### src/design/stq_pkg.sv
// Package: shared types and constants for the sorted delay timer queue.
`timescale 1ns / 1ps

package stq_pkg;

    localparam int HANDLE_W = 16;
    localparam int TICK_W   = 32;
    localparam int KIND_W   = 2;

    // Result kinds
    localparam logic [KIND_W-1:0] KIND_FIRED = 2'd0;
    localparam logic [KIND_W-1:0] KIND_FRAME = 2'd1;
    localparam logic [KIND_W-1:0] KIND_ADDED = 2'd2;
    localparam logic [KIND_W-1:0] KIND_FULL  = 2'd3;

    // Configuration registers
    localparam int CFG_INDEX_W = 1;
    localparam logic [CFG_INDEX_W-1:0] CFG_IGNORE_THRESHOLD = 1'd0;
    localparam logic [CFG_INDEX_W-1:0] CFG_SUBSTITUTE_DELTA = 1'd1;
    localparam logic [TICK_W-1:0] IGNORE_THRESHOLD_RESET = 32'd250000;
    localparam logic [TICK_W-1:0] SUBSTITUTE_DELTA_RESET = 32'd16667;

    // Mode of an input transaction
    localparam logic MODE_ADD   = 1'b0;
    localparam logic MODE_FRAME = 1'b1;

    // Command queue between front and back
    localparam int CMDQ_DEPTH = 2;
    localparam int CMDQ_PTR_W = 1;
    localparam int CMDQ_CNT_W = 2;

    typedef struct packed {
        logic                mode;
        logic [HANDLE_W-1:0] handle;
        logic [TICK_W-1:0]   delay;
        logic [TICK_W-1:0]   elapsed_ticks;
        logic [TICK_W-1:0]   paused_ticks;
    } item_t;

    typedef struct packed {
        logic [KIND_W-1:0]   kind;
        logic [HANDLE_W-1:0] fired_handle;
        logic [TICK_W-1:0]   applied_delta;
        logic                last;
    } result_t;

    // Classified command: value is the delay of an add or the delta of a frame
    typedef struct packed {
        logic                is_frame;
        logic [HANDLE_W-1:0] handle;
        logic [TICK_W-1:0]   value;
    } cmd_t;

    typedef enum logic {
        BK_IDLE,
        BK_FRAME
    } back_state_t;

    typedef enum logic [1:0] {
        OP_HOLD,
        OP_INSERT,
        OP_POP,
        OP_ADJUST
    } store_op_t;

endpackage

### src/design/stq_front.sv
// Front end: config registers, delta classification and the command queue.
`timescale 1ns / 1ps

module stq_front
    import stq_pkg::*;
(
    input  logic                   clk,
    input  logic                   rst_n,
    input  logic                   item_valid,
    output logic                   item_ready,
    input  item_t                  item,
    input  logic                   cfg_we,
    input  logic [CFG_INDEX_W-1:0] cfg_index,
    input  logic [TICK_W-1:0]      cfg_data,
    output cmd_t                   cmd,
    input  logic                   cmd_pop,
    output logic                   cmd_valid
);

    logic [TICK_W-1:0]     threshold_reg;
    logic [TICK_W-1:0]     substitute_reg;
    cmd_t                  slot_reg [CMDQ_DEPTH];
    logic [CMDQ_PTR_W-1:0] wr_ptr_reg;
    logic [CMDQ_PTR_W-1:0] rd_ptr_reg;
    logic [CMDQ_CNT_W-1:0] fill_reg;
    logic [TICK_W-1:0]     diff;
    logic [TICK_W-1:0]     delta;
    cmd_t                  cmd_in;
    logic                  push;

    always_ff @(posedge clk or negedge rst_n)
    begin
        if (!rst_n)
        begin
            threshold_reg  <= IGNORE_THRESHOLD_RESET;
            substitute_reg <= SUBSTITUTE_DELTA_RESET;
        end
        else if (cfg_we)
        begin
            case (cfg_index)
                CFG_IGNORE_THRESHOLD: threshold_reg  <= cfg_data;
                CFG_SUBSTITUTE_DELTA: substitute_reg <= cfg_data;
                default: ;
            endcase
        end
    end

    // Saturate elapsed minus paused time at zero; a frame whose delta exceeds the threshold gets the substitute
    always_comb
    begin
        diff = (item.elapsed_ticks > item.paused_ticks) ?
               item.elapsed_ticks - item.paused_ticks : '0;
        delta = (diff > threshold_reg) ? substitute_reg : diff;
        cmd_in.is_frame = (item.mode == MODE_FRAME);
        cmd_in.handle   = item.handle;
        cmd_in.value    = (item.mode == MODE_FRAME) ? delta : item.delay;
    end

    assign item_ready = (fill_reg != CMDQ_CNT_W'(CMDQ_DEPTH));
    assign push       = item_valid && item_ready;
    assign cmd_valid  = (fill_reg != '0);
    assign cmd        = slot_reg[rd_ptr_reg];

    always_ff @(posedge clk)
    begin
        if (push)
        begin
            slot_reg[wr_ptr_reg] <= cmd_in;
        end
    end

    always_ff @(posedge clk or negedge rst_n)
    begin
        if (!rst_n)
        begin
            wr_ptr_reg <= '0;
            rd_ptr_reg <= '0;
            fill_reg   <= '0;
        end
        else
        begin
            if (push)
            begin
                wr_ptr_reg <= wr_ptr_reg + 1'b1;
            end
            if (cmd_pop)
            begin
                rd_ptr_reg <= rd_ptr_reg + 1'b1;
            end
            if (push && !cmd_pop)
            begin
                fill_reg <= fill_reg + 1'b1;
            end
            else if (!push && cmd_pop)
            begin
                fill_reg <= fill_reg - 1'b1;
            end
        end
    end

endmodule

### config.mk
export PLATFORM = sky130hd
export DESIGN_NAME = stq_front
export DESIGN_NICKNAME = d
export VERILOG_FILES = /design/src/design/stq_pkg.sv /design/src/design/stq_front.sv
export SDC_FILE = /design/constraint.sdc
export NUM_CORES = 1
export LEC_CHECK = 0
export ABC_AREA = 0
export BUFFER_PORTS_ARGS = -buffer_cell sky130_fd_sc_hd__clkbuf_2
export CELL_PAD_IN_SITES_DETAIL_PLACEMENT = 0
export CELL_PAD_IN_SITES_GLOBAL_PLACEMENT = 1
export CORE_AREA = 2 2 154 156
export CTS_CLUSTER_DIAMETER = 30
export DETAILED_ROUTE_END_ITERATION = 10
export DIE_AREA = 0 0 156 158
export GPL_TIMING_DRIVEN = 0
export PLACE_DENSITY_LB_ADDON = 0.05
export SLEW_MARGIN = 20
export SYNTH_ARGS = -nofsm -noshare
export SYNTH_HDL_FRONTEND = slang
export SYNTH_SLANG_ARGS = --single-unit
### constraint.sdc
create_clock -name clk -period 3.5 [get_ports clk]
set_input_delay 0.35 -clock clk [delete_from_list [all_inputs] [get_ports clk]]
set_output_delay 0.35 -clock clk [all_outputs]
set_load 0.01 [all_outputs]
==> implementation parameters <==
Parameter                              Value

Timing
  Finish-stage setup viols ... 64
  Unrepaired setup endpoints after global routing ... true
  Slew at the pin with the worst max-slew slack ... 0.991 ns
  Time the final worst path needs with I/O delays and setup ... ~4.3 ns
  Hold slack final ... 0.114 ns
  Post-Route Skew ... 0.0137 ns
  Least setup slack across all paths after layout ... -0.808 ns
  Upper clock frequency limit ... 0.232 GHz
  Pins over their slew limit ... 0
  Total negative setup slack ... -47.38 ns
  Share of the clock period used by the worst path ... 123%
  Relative slew margins ... roughly a third
  Count of endpoints failing hold in the final timing report ... 0

Power
  Total power per unit cell area ... between 500 and 600 nW/um^2
  Maximum VDD drop ... ~0.42 mV
  Static power due to leakage ... 5.81 nW
  Post-route total power ... 7.54 mW

Global route
  Leftover overflow at the end of global routing ... 0
  M1 GR Usage ... 28.1%
  GRT met2 Usage ... between 30% and 40%
  Antenna violations before repair ... 1
  Layer with the highest usage after global routing ... met2
  Via count of the first global-routing pass ... 7729
  Wire length of the first global-routing pass ... about 40000 um
  Met3 layer usage reported by global route ... 3.56%
  Largest net degree at the start of global routing ... 50
  Global-route usage over all layers ... 21.6%

Clock tree
  Worst-skew pair later-pin latency ... around 0.43 ns
  Clock buffers created by TritonCTS ... 17
  Reg clk slew, reported paths ... 0.07 ns
  Clock tree from TritonCTS ... yes
  Clock tree buffer depth ... 2
  Buffer type at the clock tree root ... sky130_fd_sc_hd__clkbuf_16
  Clk sink count ... 166
  Htree depth ... 4

Critical path
  Crit. End Element ... flop
  Worst path cell trace ... buf_6 -> inv_4 -> ha_4 -> inv_2 -> fa_2 -> a21o_1 -> a311o_1 -> nand3_2 -> a21oi_4 -> o311a_4 -> buf_6 -> and2_1 -> ha_1 -> nand4_1 -> or3_1 -> o221a_4 -> o21ai_4 -> buf_12 -> mux2i_2 -> a21oi_1
  Peak fanout along the critical path ... 10
  Kind of cell adding the most delay to the critical path ... compound AO/OA/AOI/OAI gates
  Worst Setup Path Type ... input pin to flop
  Critical Path Max Stage Delay ... slightly above 0.4 ns
  Arrival time at the worst endpoint ... 4.45 ns
  Combined buffer and inverter count along the critical path ... 5
  Sort of element at the start of the critical path ... input pin
  Required @ worst endpoint ... 3.64 ns
  Cell with the biggest individual delay on the critical path ... sky130_fd_sc_hd__or3_1
  Most frequent cell on the critical path ... sky130_fd_sc_hd__buf_6

Final layout
  Most common library cell in the layout ignoring fill and taps ... sky130_fd_sc_hd__clkbuf_2
  Layout overhead on the synthesized area ... 40.2%
  Multi-input gate area in the final layout ... 5650 um^2
  Final layout net count ... 1428
  Layout filler cell count ... 2009
  Commonest non-fill, non-tap cells in the layout ... 192 x sky130_fd_sc_hd__clkbuf_2, 98 x sky130_fd_sc_hd__edfxtp_1, 82 x sky130_fd_sc_hd__mux2_2, 74 x sky130_fd_sc_hd__inv_1, 68 x sky130_fd_sc_hd__nand2_1
  Number of flip-flops in the largest register ... between 90 and 100
  Fin area ... 13600 um^2
  Core Util, Final ... 59.1%
  Post-layout instance count excluding filler cells ... 1515
  Combined flip-flop and latch cell area ... 4660 um^2
  Share of layout cells above drive strength 1 ... 46.9%

Detailed routing
  Via count normalized by instance count ... 5.20
  Total vias in the final route ... 7882
  1st-iter DRT viols ... 285
  Wire length per cell after detailed routing ... 17.6 um
  Total Wirelength ... between 20000 and 30000 um
  DR pass1 iterations ... 4
  Drt drc ... 0
  DRT antenna net count ... 0

Yosys
  Async set-reset flop share out of synthesis ... 41.0%
  Post-synthesis sequential area ratio ... 48.0%
  Number of flops mapped to enable cells by yosys ... 98
  Synthesized area per cell ... 10.5 um^2
  Net count after synthesis ... 1142
  Main flop type after synthesis ... sky130_fd_sc_hd__edfxtp_1
  Total of warnings raised by yosys ... 0
  Total of flip-flops plus latches after synthesis ... between 150 and 200
  Netlist Area Pre-Place ... 9710 um^2
  Synthesized netlist cell count ... 925
  Post-synthesis cell type count ... 65

Run
  Max-cap violation count ... 0

Floorplan
  Core region area ... 23100 um^2
  Vertical die dimension ... 158 um
  Top Ports ... roughly 200
  Die W ... around 160 um
  Die area ... 24600 um^2
  Initial Utilization ... a little over two fifths
  Count of standard-cell rows ... 56

Placed design
  Placer's final routability congestion estimate ... 0.823
  Total placed cells including tap cells ... around 1400
  IO buf count ... roughly 200
  Setup Slack @ Placement ... -1.89 ns
  Placed inst area ... 11300 um^2
  Hpwl dp ... 20400 um

Hold path
  Type of the worst min-delay path ... input pin to flop

Status
  Outcome ... finished, violations left
  Violations in the final reports ... negative setup slack
layout make-up:
type | instances | area share [%]
Multi-Input combinational cell | 632 | 41.5
Sequential cell | 166 | 34.2
Timing Repair Buffer | 274 | 12.5
Clock buffer | 17 | 3.12
Tap cell | 290 | 2.66
Inverter | 85 | 2.51
Buffer | 35 | 1.95
Clock inverter | 15 | 1.52
Antenna cell | 1 | 0.0184
timing repair:
| item | in CTS | in global routing |
|---|---|---|
| endpoints found under the setup margin | 64 | 64 |
| cloned | 5 | 0 |
| resized for setup | 124 | 96 |
| endpoints found under the hold margin | 31 | 0 |
| hold buffers | 1 | 0 |
| buffers inserted | 56 | 13 |
| pin swaps | 49 | 52 |
cell families (layout without fill, tap and decap cells):
group | count (synthesis) | count (layout) | synth area share, %
other cells | 0 | 1 | 0
compound gates | 210 | 210 | 13.6
fa+ha+maj | 66 | 66 | 8.58
mux | 90 | 90 | 10.3
simple gates | 234 | 235 | 11.5
xor+xnor | 31 | 31 | 2.80
buf+inv | 128 | 426 | 5.18
flops | 166 | 166 | 48.0
per-layer routing:
metal	routed length [um]	vias to the layer above
met4	652	0
met1	11800	3734
li1	-	3912
met2	13100	198
met5	0	-
met3	1140	38
where the power goes:
group / leakage (nW) / internal, mW / switching, mW
sequential: 1.71 / 2.57 / 0.125
clock: 0.311 / 1.10 / 0.874
combinational: 3.79 / 1.33 / 1.53
total: 5.81 / 5.01 / 2.53
worst register-to-register path, cell delays in order, from the launching register on:
cell and delay (ns):
sky130_fd_sc_hd__dfstp_2 0.51, sky130_fd_sc_hd__inv_1 0.05, sky130_fd_sc_hd__ha_1 0.29, sky130_fd_sc_hd__nand4_1 0.14
sky130_fd_sc_hd__or3_1 0.41, sky130_fd_sc_hd__o221a_4 0.27, sky130_fd_sc_hd__o21ai_4 0.32, sky130_fd_sc_hd__buf_12 0.20
sky130_fd_sc_hd__mux2i_2 0.26, sky130_fd_sc_hd__a21oi_1 0.14
cells in the mapped netlist (6+ instances only):
cell type	count	area share, %
sky130_fd_sc_hd__edfxtp_1	98	30
sky130_fd_sc_hd__inv_1	85	3.3
sky130_fd_sc_hd__mux2_2	82	9.5
sky130_fd_sc_hd__nand2_1	74	2.9
sky130_fd_sc_hd__ha_1	65	8.4
sky130_fd_sc_hd__a21oi_1	63	3.2
sky130_fd_sc_hd__nor2_1	61	2.4
sky130_fd_sc_hd__dfrtp_1	55	14
sky130_fd_sc_hd__o21ai_0	55	2.8
sky130_fd_sc_hd__nand3_1	26	1.3
sky130_fd_sc_hd__clkbuf_1	25	0.97
sky130_fd_sc_hd__xnor2_1	24	2.2
sky130_fd_sc_hd__a31oi_1	21	1.4
sky130_fd_sc_hd__a21o_1	18	1.4
sky130_fd_sc_hd__dfstp_2	13	3.5
sky130_fd_sc_hd__nand2b_1	11	0.71
sky130_fd_sc_hd__nand4_1	10	0.64
sky130_fd_sc_hd__nor2b_1	10	0.64
sky130_fd_sc_hd__buf_2	9	0.46
sky130_fd_sc_hd__and2_1	8	0.52
sky130_fd_sc_hd__mux2i_1	8	0.82
sky130_fd_sc_hd__o21a_1	8	0.62
sky130_fd_sc_hd__o221ai_1	8	0.72
sky130_fd_sc_hd__buf_1	7	0.27
sky130_fd_sc_hd__xor2_1	7	0.63
sky130_fd_sc_hd__nor3_1	6	0.31
path summary, 6_finish.rpt:
path,startpoint,end,slack (ns),cells after the start
min in group asynchronous,rst_n,threshold_reg[2],0.50,2
worst max register to register,threshold_reg[14],slot_reg[1][4],0.64,9
worst max-delay path,item[32],slot_reg[1][4],-0.81,20
worst min-delay path,item[103],slot_reg[1][39],0.11,1
worst min register to register,fill_reg[1],fill_reg[1],0.50,1
max in group asynchronous,rst_n,threshold_reg[14],2.35,3
Power figures use the tool's default switching activity.
