===== config.mk =====
export PLATFORM = sky130hd
export DESIGN_NAME = stq_back
export DESIGN_NICKNAME = d
export VERILOG_FILES = /design/src/design/stq_pkg.sv /design/src/design/stq_back.sv
export SDC_FILE = /design/constraint.sdc
export NUM_CORES = 2
export LEC_CHECK = 0
export BUFFER_PORTS_ARGS = -buffer_cell sky130_fd_sc_hd__buf_2
export CORE_ASPECT_RATIO = 1.1
export CORE_MARGIN = 4
export CORE_UTILIZATION = 30
export CTS_CLUSTER_DIAMETER = 30
export CTS_CLUSTER_SIZE = 40
export DETAILED_ROUTE_END_ITERATION = 7
export GPL_ROUTABILITY_DRIVEN = 0
export HOLD_SLACK_MARGIN = 0.08
export PLACE_DENSITY_LB_ADDON = 0.25
export SLEW_MARGIN = 20
export SYNTH_ARGS = -nofsm -noshare
export SYNTH_HDL_FRONTEND = slang
export SYNTH_SLANG_ARGS = --single-unit

===== constraint.sdc =====
create_clock -name clk -period 8.4 [get_ports clk]
set_input_delay 0.84 -clock clk [delete_from_list [all_inputs] [get_ports clk]]
set_output_delay 0.84 -clock clk [all_outputs]
set_load 0.05 [all_outputs]

===== src/design/stq_pkg.sv =====
// Package: shared types and constants for the sorted delay timer queue.
`timescale 1ns / 1ps

package stq_pkg;

    localparam int HANDLE_W = 16;
    localparam int TICK_W   = 32;
    localparam int KIND_W   = 2;

    // Result kinds
    localparam logic [KIND_W-1:0] KIND_FIRED = 2'd0;
    localparam logic [KIND_W-1:0] KIND_FRAME = 2'd1;
    localparam logic [KIND_W-1:0] KIND_ADDED = 2'd2;
    localparam logic [KIND_W-1:0] KIND_FULL  = 2'd3;

    // Configuration registers
    localparam int CFG_INDEX_W = 1;
    localparam logic [CFG_INDEX_W-1:0] CFG_IGNORE_THRESHOLD = 1'd0;
    localparam logic [CFG_INDEX_W-1:0] CFG_SUBSTITUTE_DELTA = 1'd1;
    localparam logic [TICK_W-1:0] IGNORE_THRESHOLD_RESET = 32'd250000;
    localparam logic [TICK_W-1:0] SUBSTITUTE_DELTA_RESET = 32'd16667;

    // Mode of an input transaction
    localparam logic MODE_ADD   = 1'b0;
    localparam logic MODE_FRAME = 1'b1;

    // Command queue between front and back
    localparam int CMDQ_DEPTH = 2;
    localparam int CMDQ_PTR_W = 1;
    localparam int CMDQ_CNT_W = 2;

    typedef struct packed {
        logic                mode;
        logic [HANDLE_W-1:0] handle;
        logic [TICK_W-1:0]   delay;
        logic [TICK_W-1:0]   elapsed_ticks;
        logic [TICK_W-1:0]   paused_ticks;
    } item_t;

    typedef struct packed {
        logic [KIND_W-1:0]   kind;
        logic [HANDLE_W-1:0] fired_handle;
        logic [TICK_W-1:0]   applied_delta;
        logic                last;
    } result_t;

    // Classified command: value is the delay of an add or the delta of a frame
    typedef struct packed {
        logic                is_frame;
        logic [HANDLE_W-1:0] handle;
        logic [TICK_W-1:0]   value;
    } cmd_t;

    typedef enum logic {
        BK_IDLE,
        BK_FRAME
    } back_state_t;

    typedef enum logic [1:0] {
        OP_HOLD,
        OP_INSERT,
        OP_POP,
        OP_ADJUST
    } store_op_t;

endpackage


===== src/design/stq_back.sv =====
// Back end: sorted entry store, add and frame sequencer, result register.
`timescale 1ns / 1ps

module stq_back
    import stq_pkg::*;
#(
    parameter int QUEUE_DEPTH = 16,
    parameter int HANDLE_BITS = 16
)
(
    input  logic      clk,
    input  logic      rst_n,
    input  cmd_t      cmd,
    input  logic      cmd_valid,
    output logic      cmd_pop,
    output logic      result_valid,
    input  logic      result_ready,
    output result_t   result
);

    localparam int CNT_W = $clog2(QUEUE_DEPTH + 1);

    logic [TICK_W-1:0]      time_reg    [QUEUE_DEPTH];
    logic [HANDLE_BITS-1:0] handle_reg  [QUEUE_DEPTH];
    logic [TICK_W-1:0]      time_next   [QUEUE_DEPTH];
    logic [HANDLE_BITS-1:0] handle_next [QUEUE_DEPTH];
    logic [TICK_W-1:0]      up_time     [QUEUE_DEPTH];
    logic [HANDLE_BITS-1:0] up_handle   [QUEUE_DEPTH];
    logic [TICK_W-1:0]      down_time   [QUEUE_DEPTH];
    logic [HANDLE_BITS-1:0] down_handle [QUEUE_DEPTH];
    logic [QUEUE_DEPTH-1:0] le;
    logic [QUEUE_DEPTH:0]   le_ext;
    logic [CNT_W-1:0]       count_reg;
    logic [CNT_W-1:0]       count_next;
    logic [TICK_W-1:0]      delta_reg;
    logic [TICK_W-1:0]      delta_next;
    back_state_t            state_reg;
    back_state_t            state_next;
    store_op_t              op;
    result_t                result_reg;
    result_t                res_next;
    logic                   out_valid_reg;
    logic                   out_free;
    logic                   emit;
    logic                   full;
    logic                   head_due;

    assign out_free = !out_valid_reg || result_ready;
    assign full     = (count_reg == CNT_W'(QUEUE_DEPTH));
    assign head_due = (count_reg != '0) && (time_reg[0] <= delta_reg);

    // Per-entry compare: entries at or below the new delay stay in place
    always_comb
    begin
        for (int i = 0; i < QUEUE_DEPTH; i++)
        begin
            le[i] = (CNT_W'(i) < count_reg) && (time_reg[i] <= cmd.value);
        end
        le_ext = {le, 1'b1};
        up_time[0]   = cmd.value;
        up_handle[0] = HANDLE_BITS'(cmd.handle);
        for (int i = 1; i < QUEUE_DEPTH; i++)
        begin
            up_time[i]   = time_reg[i-1];
            up_handle[i] = handle_reg[i-1];
        end
        for (int i = 0; i < QUEUE_DEPTH - 1; i++)
        begin
            down_time[i]   = time_reg[i+1];
            down_handle[i] = handle_reg[i+1];
        end
        down_time[QUEUE_DEPTH-1]   = time_reg[QUEUE_DEPTH-1];
        down_handle[QUEUE_DEPTH-1] = handle_reg[QUEUE_DEPTH-1];
    end

    always_comb
    begin
        for (int i = 0; i < QUEUE_DEPTH; i++)
        begin
            time_next[i]   = time_reg[i];
            handle_next[i] = handle_reg[i];
            case (op)
                OP_INSERT:
                begin
                    if (!le[i])
                    begin
                        if (le_ext[i])
                        begin
                            time_next[i]   = cmd.value;
                            handle_next[i] = HANDLE_BITS'(cmd.handle);
                        end
                        else
                        begin
                            time_next[i]   = up_time[i];
                            handle_next[i] = up_handle[i];
                        end
                    end
                end
                OP_POP:
                begin
                    time_next[i]   = down_time[i];
                    handle_next[i] = down_handle[i];
                end
                OP_ADJUST:
                begin
                    time_next[i] = time_reg[i] - delta_reg;
                end
                default: ;
            endcase
        end
    end

    always_ff @(posedge clk)
    begin
        time_reg   <= time_next;
        handle_reg <= handle_next;
        delta_reg  <= delta_next;
        if (emit)
        begin
            result_reg <= res_next;
        end
    end

    // Sequencer: adds complete directly; a frame pops due entries, then adjusts
    always_comb
    begin
        state_next = state_reg;
        count_next = count_reg;
        delta_next = delta_reg;
        op         = OP_HOLD;
        cmd_pop    = 1'b0;
        emit       = 1'b0;
        res_next   = '0;
        case (state_reg)
            BK_IDLE:
            begin
                if (cmd_valid && out_free)
                begin
                    cmd_pop = 1'b1;
                    if (cmd.is_frame)
                    begin
                        delta_next = cmd.value;
                        state_next = BK_FRAME;
                    end
                    else if (full)
                    begin
                        emit          = 1'b1;
                        res_next.kind = KIND_FULL;
                        res_next.last = 1'b1;
                    end
                    else
                    begin
                        op            = OP_INSERT;
                        count_next    = count_reg + 1'b1;
                        emit          = 1'b1;
                        res_next.kind = KIND_ADDED;
                        res_next.last = 1'b1;
                    end
                end
            end
            BK_FRAME:
            begin
                if (out_free)
                begin
                    emit = 1'b1;
                    if (head_due)
                    begin
                        op                    = OP_POP;
                        count_next            = count_reg - 1'b1;
                        res_next.kind         = KIND_FIRED;
                        res_next.fired_handle = HANDLE_W'(handle_reg[0]);
                    end
                    else
                    begin
                        op                     = OP_ADJUST;
                        res_next.kind          = KIND_FRAME;
                        res_next.applied_delta = delta_reg;
                        res_next.last          = 1'b1;
                        state_next             = BK_IDLE;
                    end
                end
            end
            default:
            begin
                state_next = BK_IDLE;
            end
        endcase
    end

    always_ff @(posedge clk or negedge rst_n)
    begin
        if (!rst_n)
        begin
            state_reg     <= BK_IDLE;
            count_reg     <= '0;
            out_valid_reg <= 1'b0;
        end
        else
        begin
            state_reg     <= state_next;
            count_reg     <= count_next;
            out_valid_reg <= emit || (out_valid_reg && !result_ready);
        end
    end

    assign result_valid = out_valid_reg;
    assign result       = result_reg;

endmodule


==> flow_metrics.env <==
export IMPL_synth_edf_count=851
export IMPL_layout_utilization_pct=35.5
export IMPL_timing_fmax_mhz=164
export IMPL_grt_first_pass_wirelength_um=506000
export IMPL_grt_setup_unrepaired="no"
export IMPL_timing_critical_path_required_ns=9.07
export IMPL_htree_levels=5
export IMPL_min_to="result_valid$_DFF_PN0_"
export IMPL_max_cap_violation_count=0
export IMPL_total_switching_power_w=0.0237
export IMPL_global_route_overflow_total=0
export IMPL_worst_slew_margin_rel_pct=16.7
export IMPL_clock_power_share_pct=20.3
export IMPL_crit_reg2reg_launch="delta_reg[2]$_DFFE_PP_"
export IMPL_clock_latency_ns=0.94
export IMPL_worstSetupPathType="reg -> reg"
export IMPL_syn_area_per_cell_um2=9.25
export IMPL_postCtsSetupBuffers=0
export IMPL_drtAntennaViolNets=0
export IMPL_synth_flop_cell="sky130_fd_sc_hd__edfxtp_1"
export IMPL_timing_clock_skew_ns=0.0727
export IMPL_synth_async_reset_ratio_pct=0.816
export IMPL_grt_pass1_vias=76500
export IMPL_comb_power_share_pct=56.4
export IMPL_root_buffer_cell="sky130_fd_sc_hd__clkbuf_16"
export IMPL_fp_row_count=199
export IMPL_yosys_register_bits=858
export IMPL_drc=0
export IMPL_post_synth_instance_area_um2=80900
export IMPL_count_of_vias_placed_by_the_detailed_router=76400
export IMPL_die_width_um=503
export IMPL_design_core_area_um2=268000
export IMPL_fraction_of_layout_cells_with_a_size_suffix_above_1_pct=9.29
export IMPL_post_drt_wl_per_cell_um=27.9
export IMPL_share_seq_of_total_power_pct=23.3
export IMPL_design_die_area_um2=278000
export IMPL_setup_viol=0
export IMPL_initial_core_util_pct=30.2
export IMPL_power_report_internal_total_w=0.0261
export IMPL_io_buffer_count=105
export IMPL_max_vdd_ir_drop_v=0.000380
export IMPL_cp_max_fo=57
export IMPL_worstPathArrival_ns=6.77
export IMPL_report_power_total_w=0.0498
export IMPL_finish_instance_area_um2=95100
export IMPL_drt_iter0_markers=7446
export IMPL_finalNetCount=9916
export IMPL_r2r_setup_slack_ns=2.31
export IMPL_cts_tree="yes"
export IMPL_minimum_clock_period_after_layout_ns=6.09
export IMPL_postRouteWirelength_um=351000
export IMPL_max_slew_worst_pin_slew_ns=1.24
export IMPL_first_pass_iters=6
export IMPL_final_common_cell="sky130_fd_sc_hd__ha_1"
export IMPL_finalCritPeriodShare_pct=72.5
export IMPL_worstHoldStart="result_ready"
export IMPL_grt_antenna_before_repair=30
export IMPL_cts_num_sinks=858
export IMPL_grt_max_degree=171
export IMPL_placed_area_um2=86000
export IMPL_number_of_cells_on_the_worst_reg_to_reg_path=17
export IMPL_status="finished clean"
export IMPL_max_slew_violations=0
export IMPL_vias_per_cell=6.07
export IMPL_hold_path_class="in -> reg"
export IMPL_hpwl_um=258000
export IMPL_synth_seq_area_share_pct=31.8
export IMPL_floorplan_io_pins=106
export IMPL_setup_worst_path_start_class="flip-flop"
export IMPL_clk_pin_slew_ns=0.04
export IMPL_setup_total_negative_slack_ns=0
export IMPL_p_per_area_nw_per_um2=523
export IMPL_yosysWarningCount=0
export IMPL_p_leak_nw=39.5
export IMPL_synthCells=8749
export IMPL_die_y_um=553
export IMPL_syn_nets=9833
export IMPL_timing_rr_end="down_time[126]$_DFFE_PP_"
export IMPL_synthDistinctLibCells=87
export IMPL_grtUsageTotal_pct=24.2
export IMPL_critical_path_endpoint_type="flip-flop"
export IMPL_flip_flop_count_of_the_largest_register_all_copies_and_words_added=480
export IMPL_hold_path_depth=3
export IMPL_layout_cells_most_common_list="sky130_fd_sc_hd__ha_1, sky130_fd_sc_hd__a21oi_1, sky130_fd_sc_hd__edfxtp_1"
export IMPL_clock_tree_buffer_depth=4
export IMPL_switching_fraction_of_total_power_pct=47.5
export IMPL_cts_inserted_buffers=295
export IMPL_final_number_of_hold_violating_endpoints=0
export IMPL_area_growth_syn_to_layout_pct=17.6
==> through the flow <==
step | std cells | worst slack [ns] | hold WS [ns]
6_report | 12600 | 2.31 | 0.308
5_1_grt | 12600 | 2.01 | 0.305
4_1_cts | 12500 | 2.42 | 0.266
3_5_place_dp | 12100 | 2.32 | 0.523
3_3_place_gp | 12000 | 2.13 | 0.515
2_1_floorplan | 8749 | 2.12 | 0.500
==> power groups by stage <==
stage / clock (W) / sequential [W] / combinational [W]
after floorplan: 0 / 0.0103 / 0.0193
after global placement: 0 / 0.0115 / 0.0267
after detailed placement: 0 / 0.0115 / 0.0274
after CTS: 0.0102 / 0.0115 / 0.0275
after global routing: 0.0105 / 0.0117 / 0.0304
final: 0.0101 / 0.0116 / 0.0281
==> Yosys cell counts, types with 20 or more instances <==
library cell / n / area share [%]
sky130_fd_sc_hd__edfxtp_1: 851 / 32
sky130_fd_sc_hd__a21oi_1: 1039 / 6.4
sky130_fd_sc_hd__and2_1: 36 / 0.28
sky130_fd_sc_hd__nor3_1: 84 / 0.52
sky130_fd_sc_hd__nand2_1: 726 / 3.4
sky130_fd_sc_hd__xnor2_1: 252 / 2.7
sky130_fd_sc_hd__o31ai_1: 40 / 0.37
sky130_fd_sc_hd__mux2_2: 44 / 0.61
sky130_fd_sc_hd__clkbuf_1: 445 / 2.1
sky130_fd_sc_hd__or3_1: 29 / 0.22
sky130_fd_sc_hd__and3_1: 86 / 0.67
sky130_fd_sc_hd__o21bai_1: 70 / 0.65
sky130_fd_sc_hd__nor2b_1: 87 / 0.67
sky130_fd_sc_hd__nand3_1: 140 / 0.87
sky130_fd_sc_hd__a31oi_1: 126 / 0.97
sky130_fd_sc_hd__a21o_1: 438 / 4.1
sky130_fd_sc_hd__nand2b_1: 68 / 0.53
sky130_fd_sc_hd__nor4_1: 23 / 0.18
sky130_fd_sc_hd__nor2_1: 402 / 1.9
sky130_fd_sc_hd__nand4_1: 174 / 1.3
sky130_fd_sc_hd__buf_1: 22 / 0.10
sky130_fd_sc_hd__o21ai_0: 583 / 3.6
sky130_fd_sc_hd__inv_1: 207 / 0.96
sky130_fd_sc_hd__buf_2: 49 / 0.30
sky130_fd_sc_hd__ha_1: 1015 / 16
sky130_fd_sc_hd__o21a_1: 74 / 0.69
sky130_fd_sc_hd__and4_1: 25 / 0.27
sky130_fd_sc_hd__a221oi_1: 388 / 4.2
sky130_fd_sc_hd__o211ai_1: 42 / 0.39
sky130_fd_sc_hd__a211oi_1: 87 / 0.81
sky130_fd_sc_hd__a221o_1: 20 / 0.25
sky130_fd_sc_hd__mux2i_1: 532 / 6.6
sky130_fd_sc_hd__o221ai_1: 34 / 0.37
sky130_fd_sc_hd__xor2_1: 178 / 1.9
==> metal layers <==
layer / wire length [um] / track usage, %
met5: 13 / 0
met3: 28200 / 4.62
met4: 26400 / 16.3
met1: 138000 / 29.8
met2: 158000 / 38.3
==> critical path, cell delays in order, from the launching register on <==
cell	delay, ns
sky130_fd_sc_hd__edfxtp_1	0.39
sky130_fd_sc_hd__inv_1	0.07
sky130_fd_sc_hd__buf_4	0.34
sky130_fd_sc_hd__ha_1	0.27
sky130_fd_sc_hd__a21o_1	0.14
sky130_fd_sc_hd__a21oi_1	0.11
sky130_fd_sc_hd__o21ai_0	0.47
sky130_fd_sc_hd__a21boi_0	0.50
sky130_fd_sc_hd__a31o_2	0.31
sky130_fd_sc_hd__a221o_1	0.24
sky130_fd_sc_hd__nand2_1	0.11
sky130_fd_sc_hd__a21oi_1	0.35
sky130_fd_sc_hd__a21o_1	0.20
sky130_fd_sc_hd__ha_4	0.55
sky130_fd_sc_hd__buf_4	0.59
sky130_fd_sc_hd__buf_4	0.64
sky130_fd_sc_hd__a21boi_0	0.19
sky130_fd_sc_hd__a221oi_1	0.28
==> layout make-up <==
| cell class | instances | area (um2) |
|---|---|---|
| fill | 26900 | 173000 |
| multi-input combinational | 7167 | 52900 |
| sequential | 858 | 25700 |
| clock buffer | 360 | 7710 |
| tap | 3517 | 4400 |
| timing repair buffer | 302 | 2220 |
| clock inverter | 136 | 1290 |
| inverter | 208 | 790 |
| antenna | 43 | 108 |
==> cells by family (layout without fill, tap and decap cells) <==
group | Yosys count | in the layout | share of synthesized area (%)
AO/OA/AOI/OAI | 3193 | 3193 | 25.5
AND/OR/NAND/NOR | 1937 | 1937 | 11.3
adder cells (fa/ha/maj) | 1031 | 1031 | 16.1
flip-flops | 858 | 858 | 31.8
buffers and inverters | 724 | 1006 | 3.44
multiplexers | 576 | 576 | 7.20
XOR/XNOR | 430 | 430 | 4.66
other | 0 | 43 | 0
==> worst max-delay path by stage <==
stage                                     to                   start  slack (ns)
CTS                 down_time[126]$_DFFE_PP_  delta_reg[2]$_DFFE_PP_        2.42
floorplan             down_time[0]$_DFFE_PP_  delta_reg[1]$_DFFE_PP_        2.12
global placement    down_time[313]$_DFFE_PP_                  cmd[4]        2.13
detailed placement  down_time[509]$_DFFE_PP_                 cmd[15]        2.32
global route        down_time[126]$_DFFE_PP_  delta_reg[2]$_DFFE_PP_        2.01
finish              down_time[126]$_DFFE_PP_  delta_reg[2]$_DFFE_PP_        2.31
==> timing repair <==
action,in CTS,in global routing
gates resized for setup,0,0
endpoints found under the hold margin,7,0
hold buffers,1,0
Note: power is estimated with default switching activity, not from simulation.
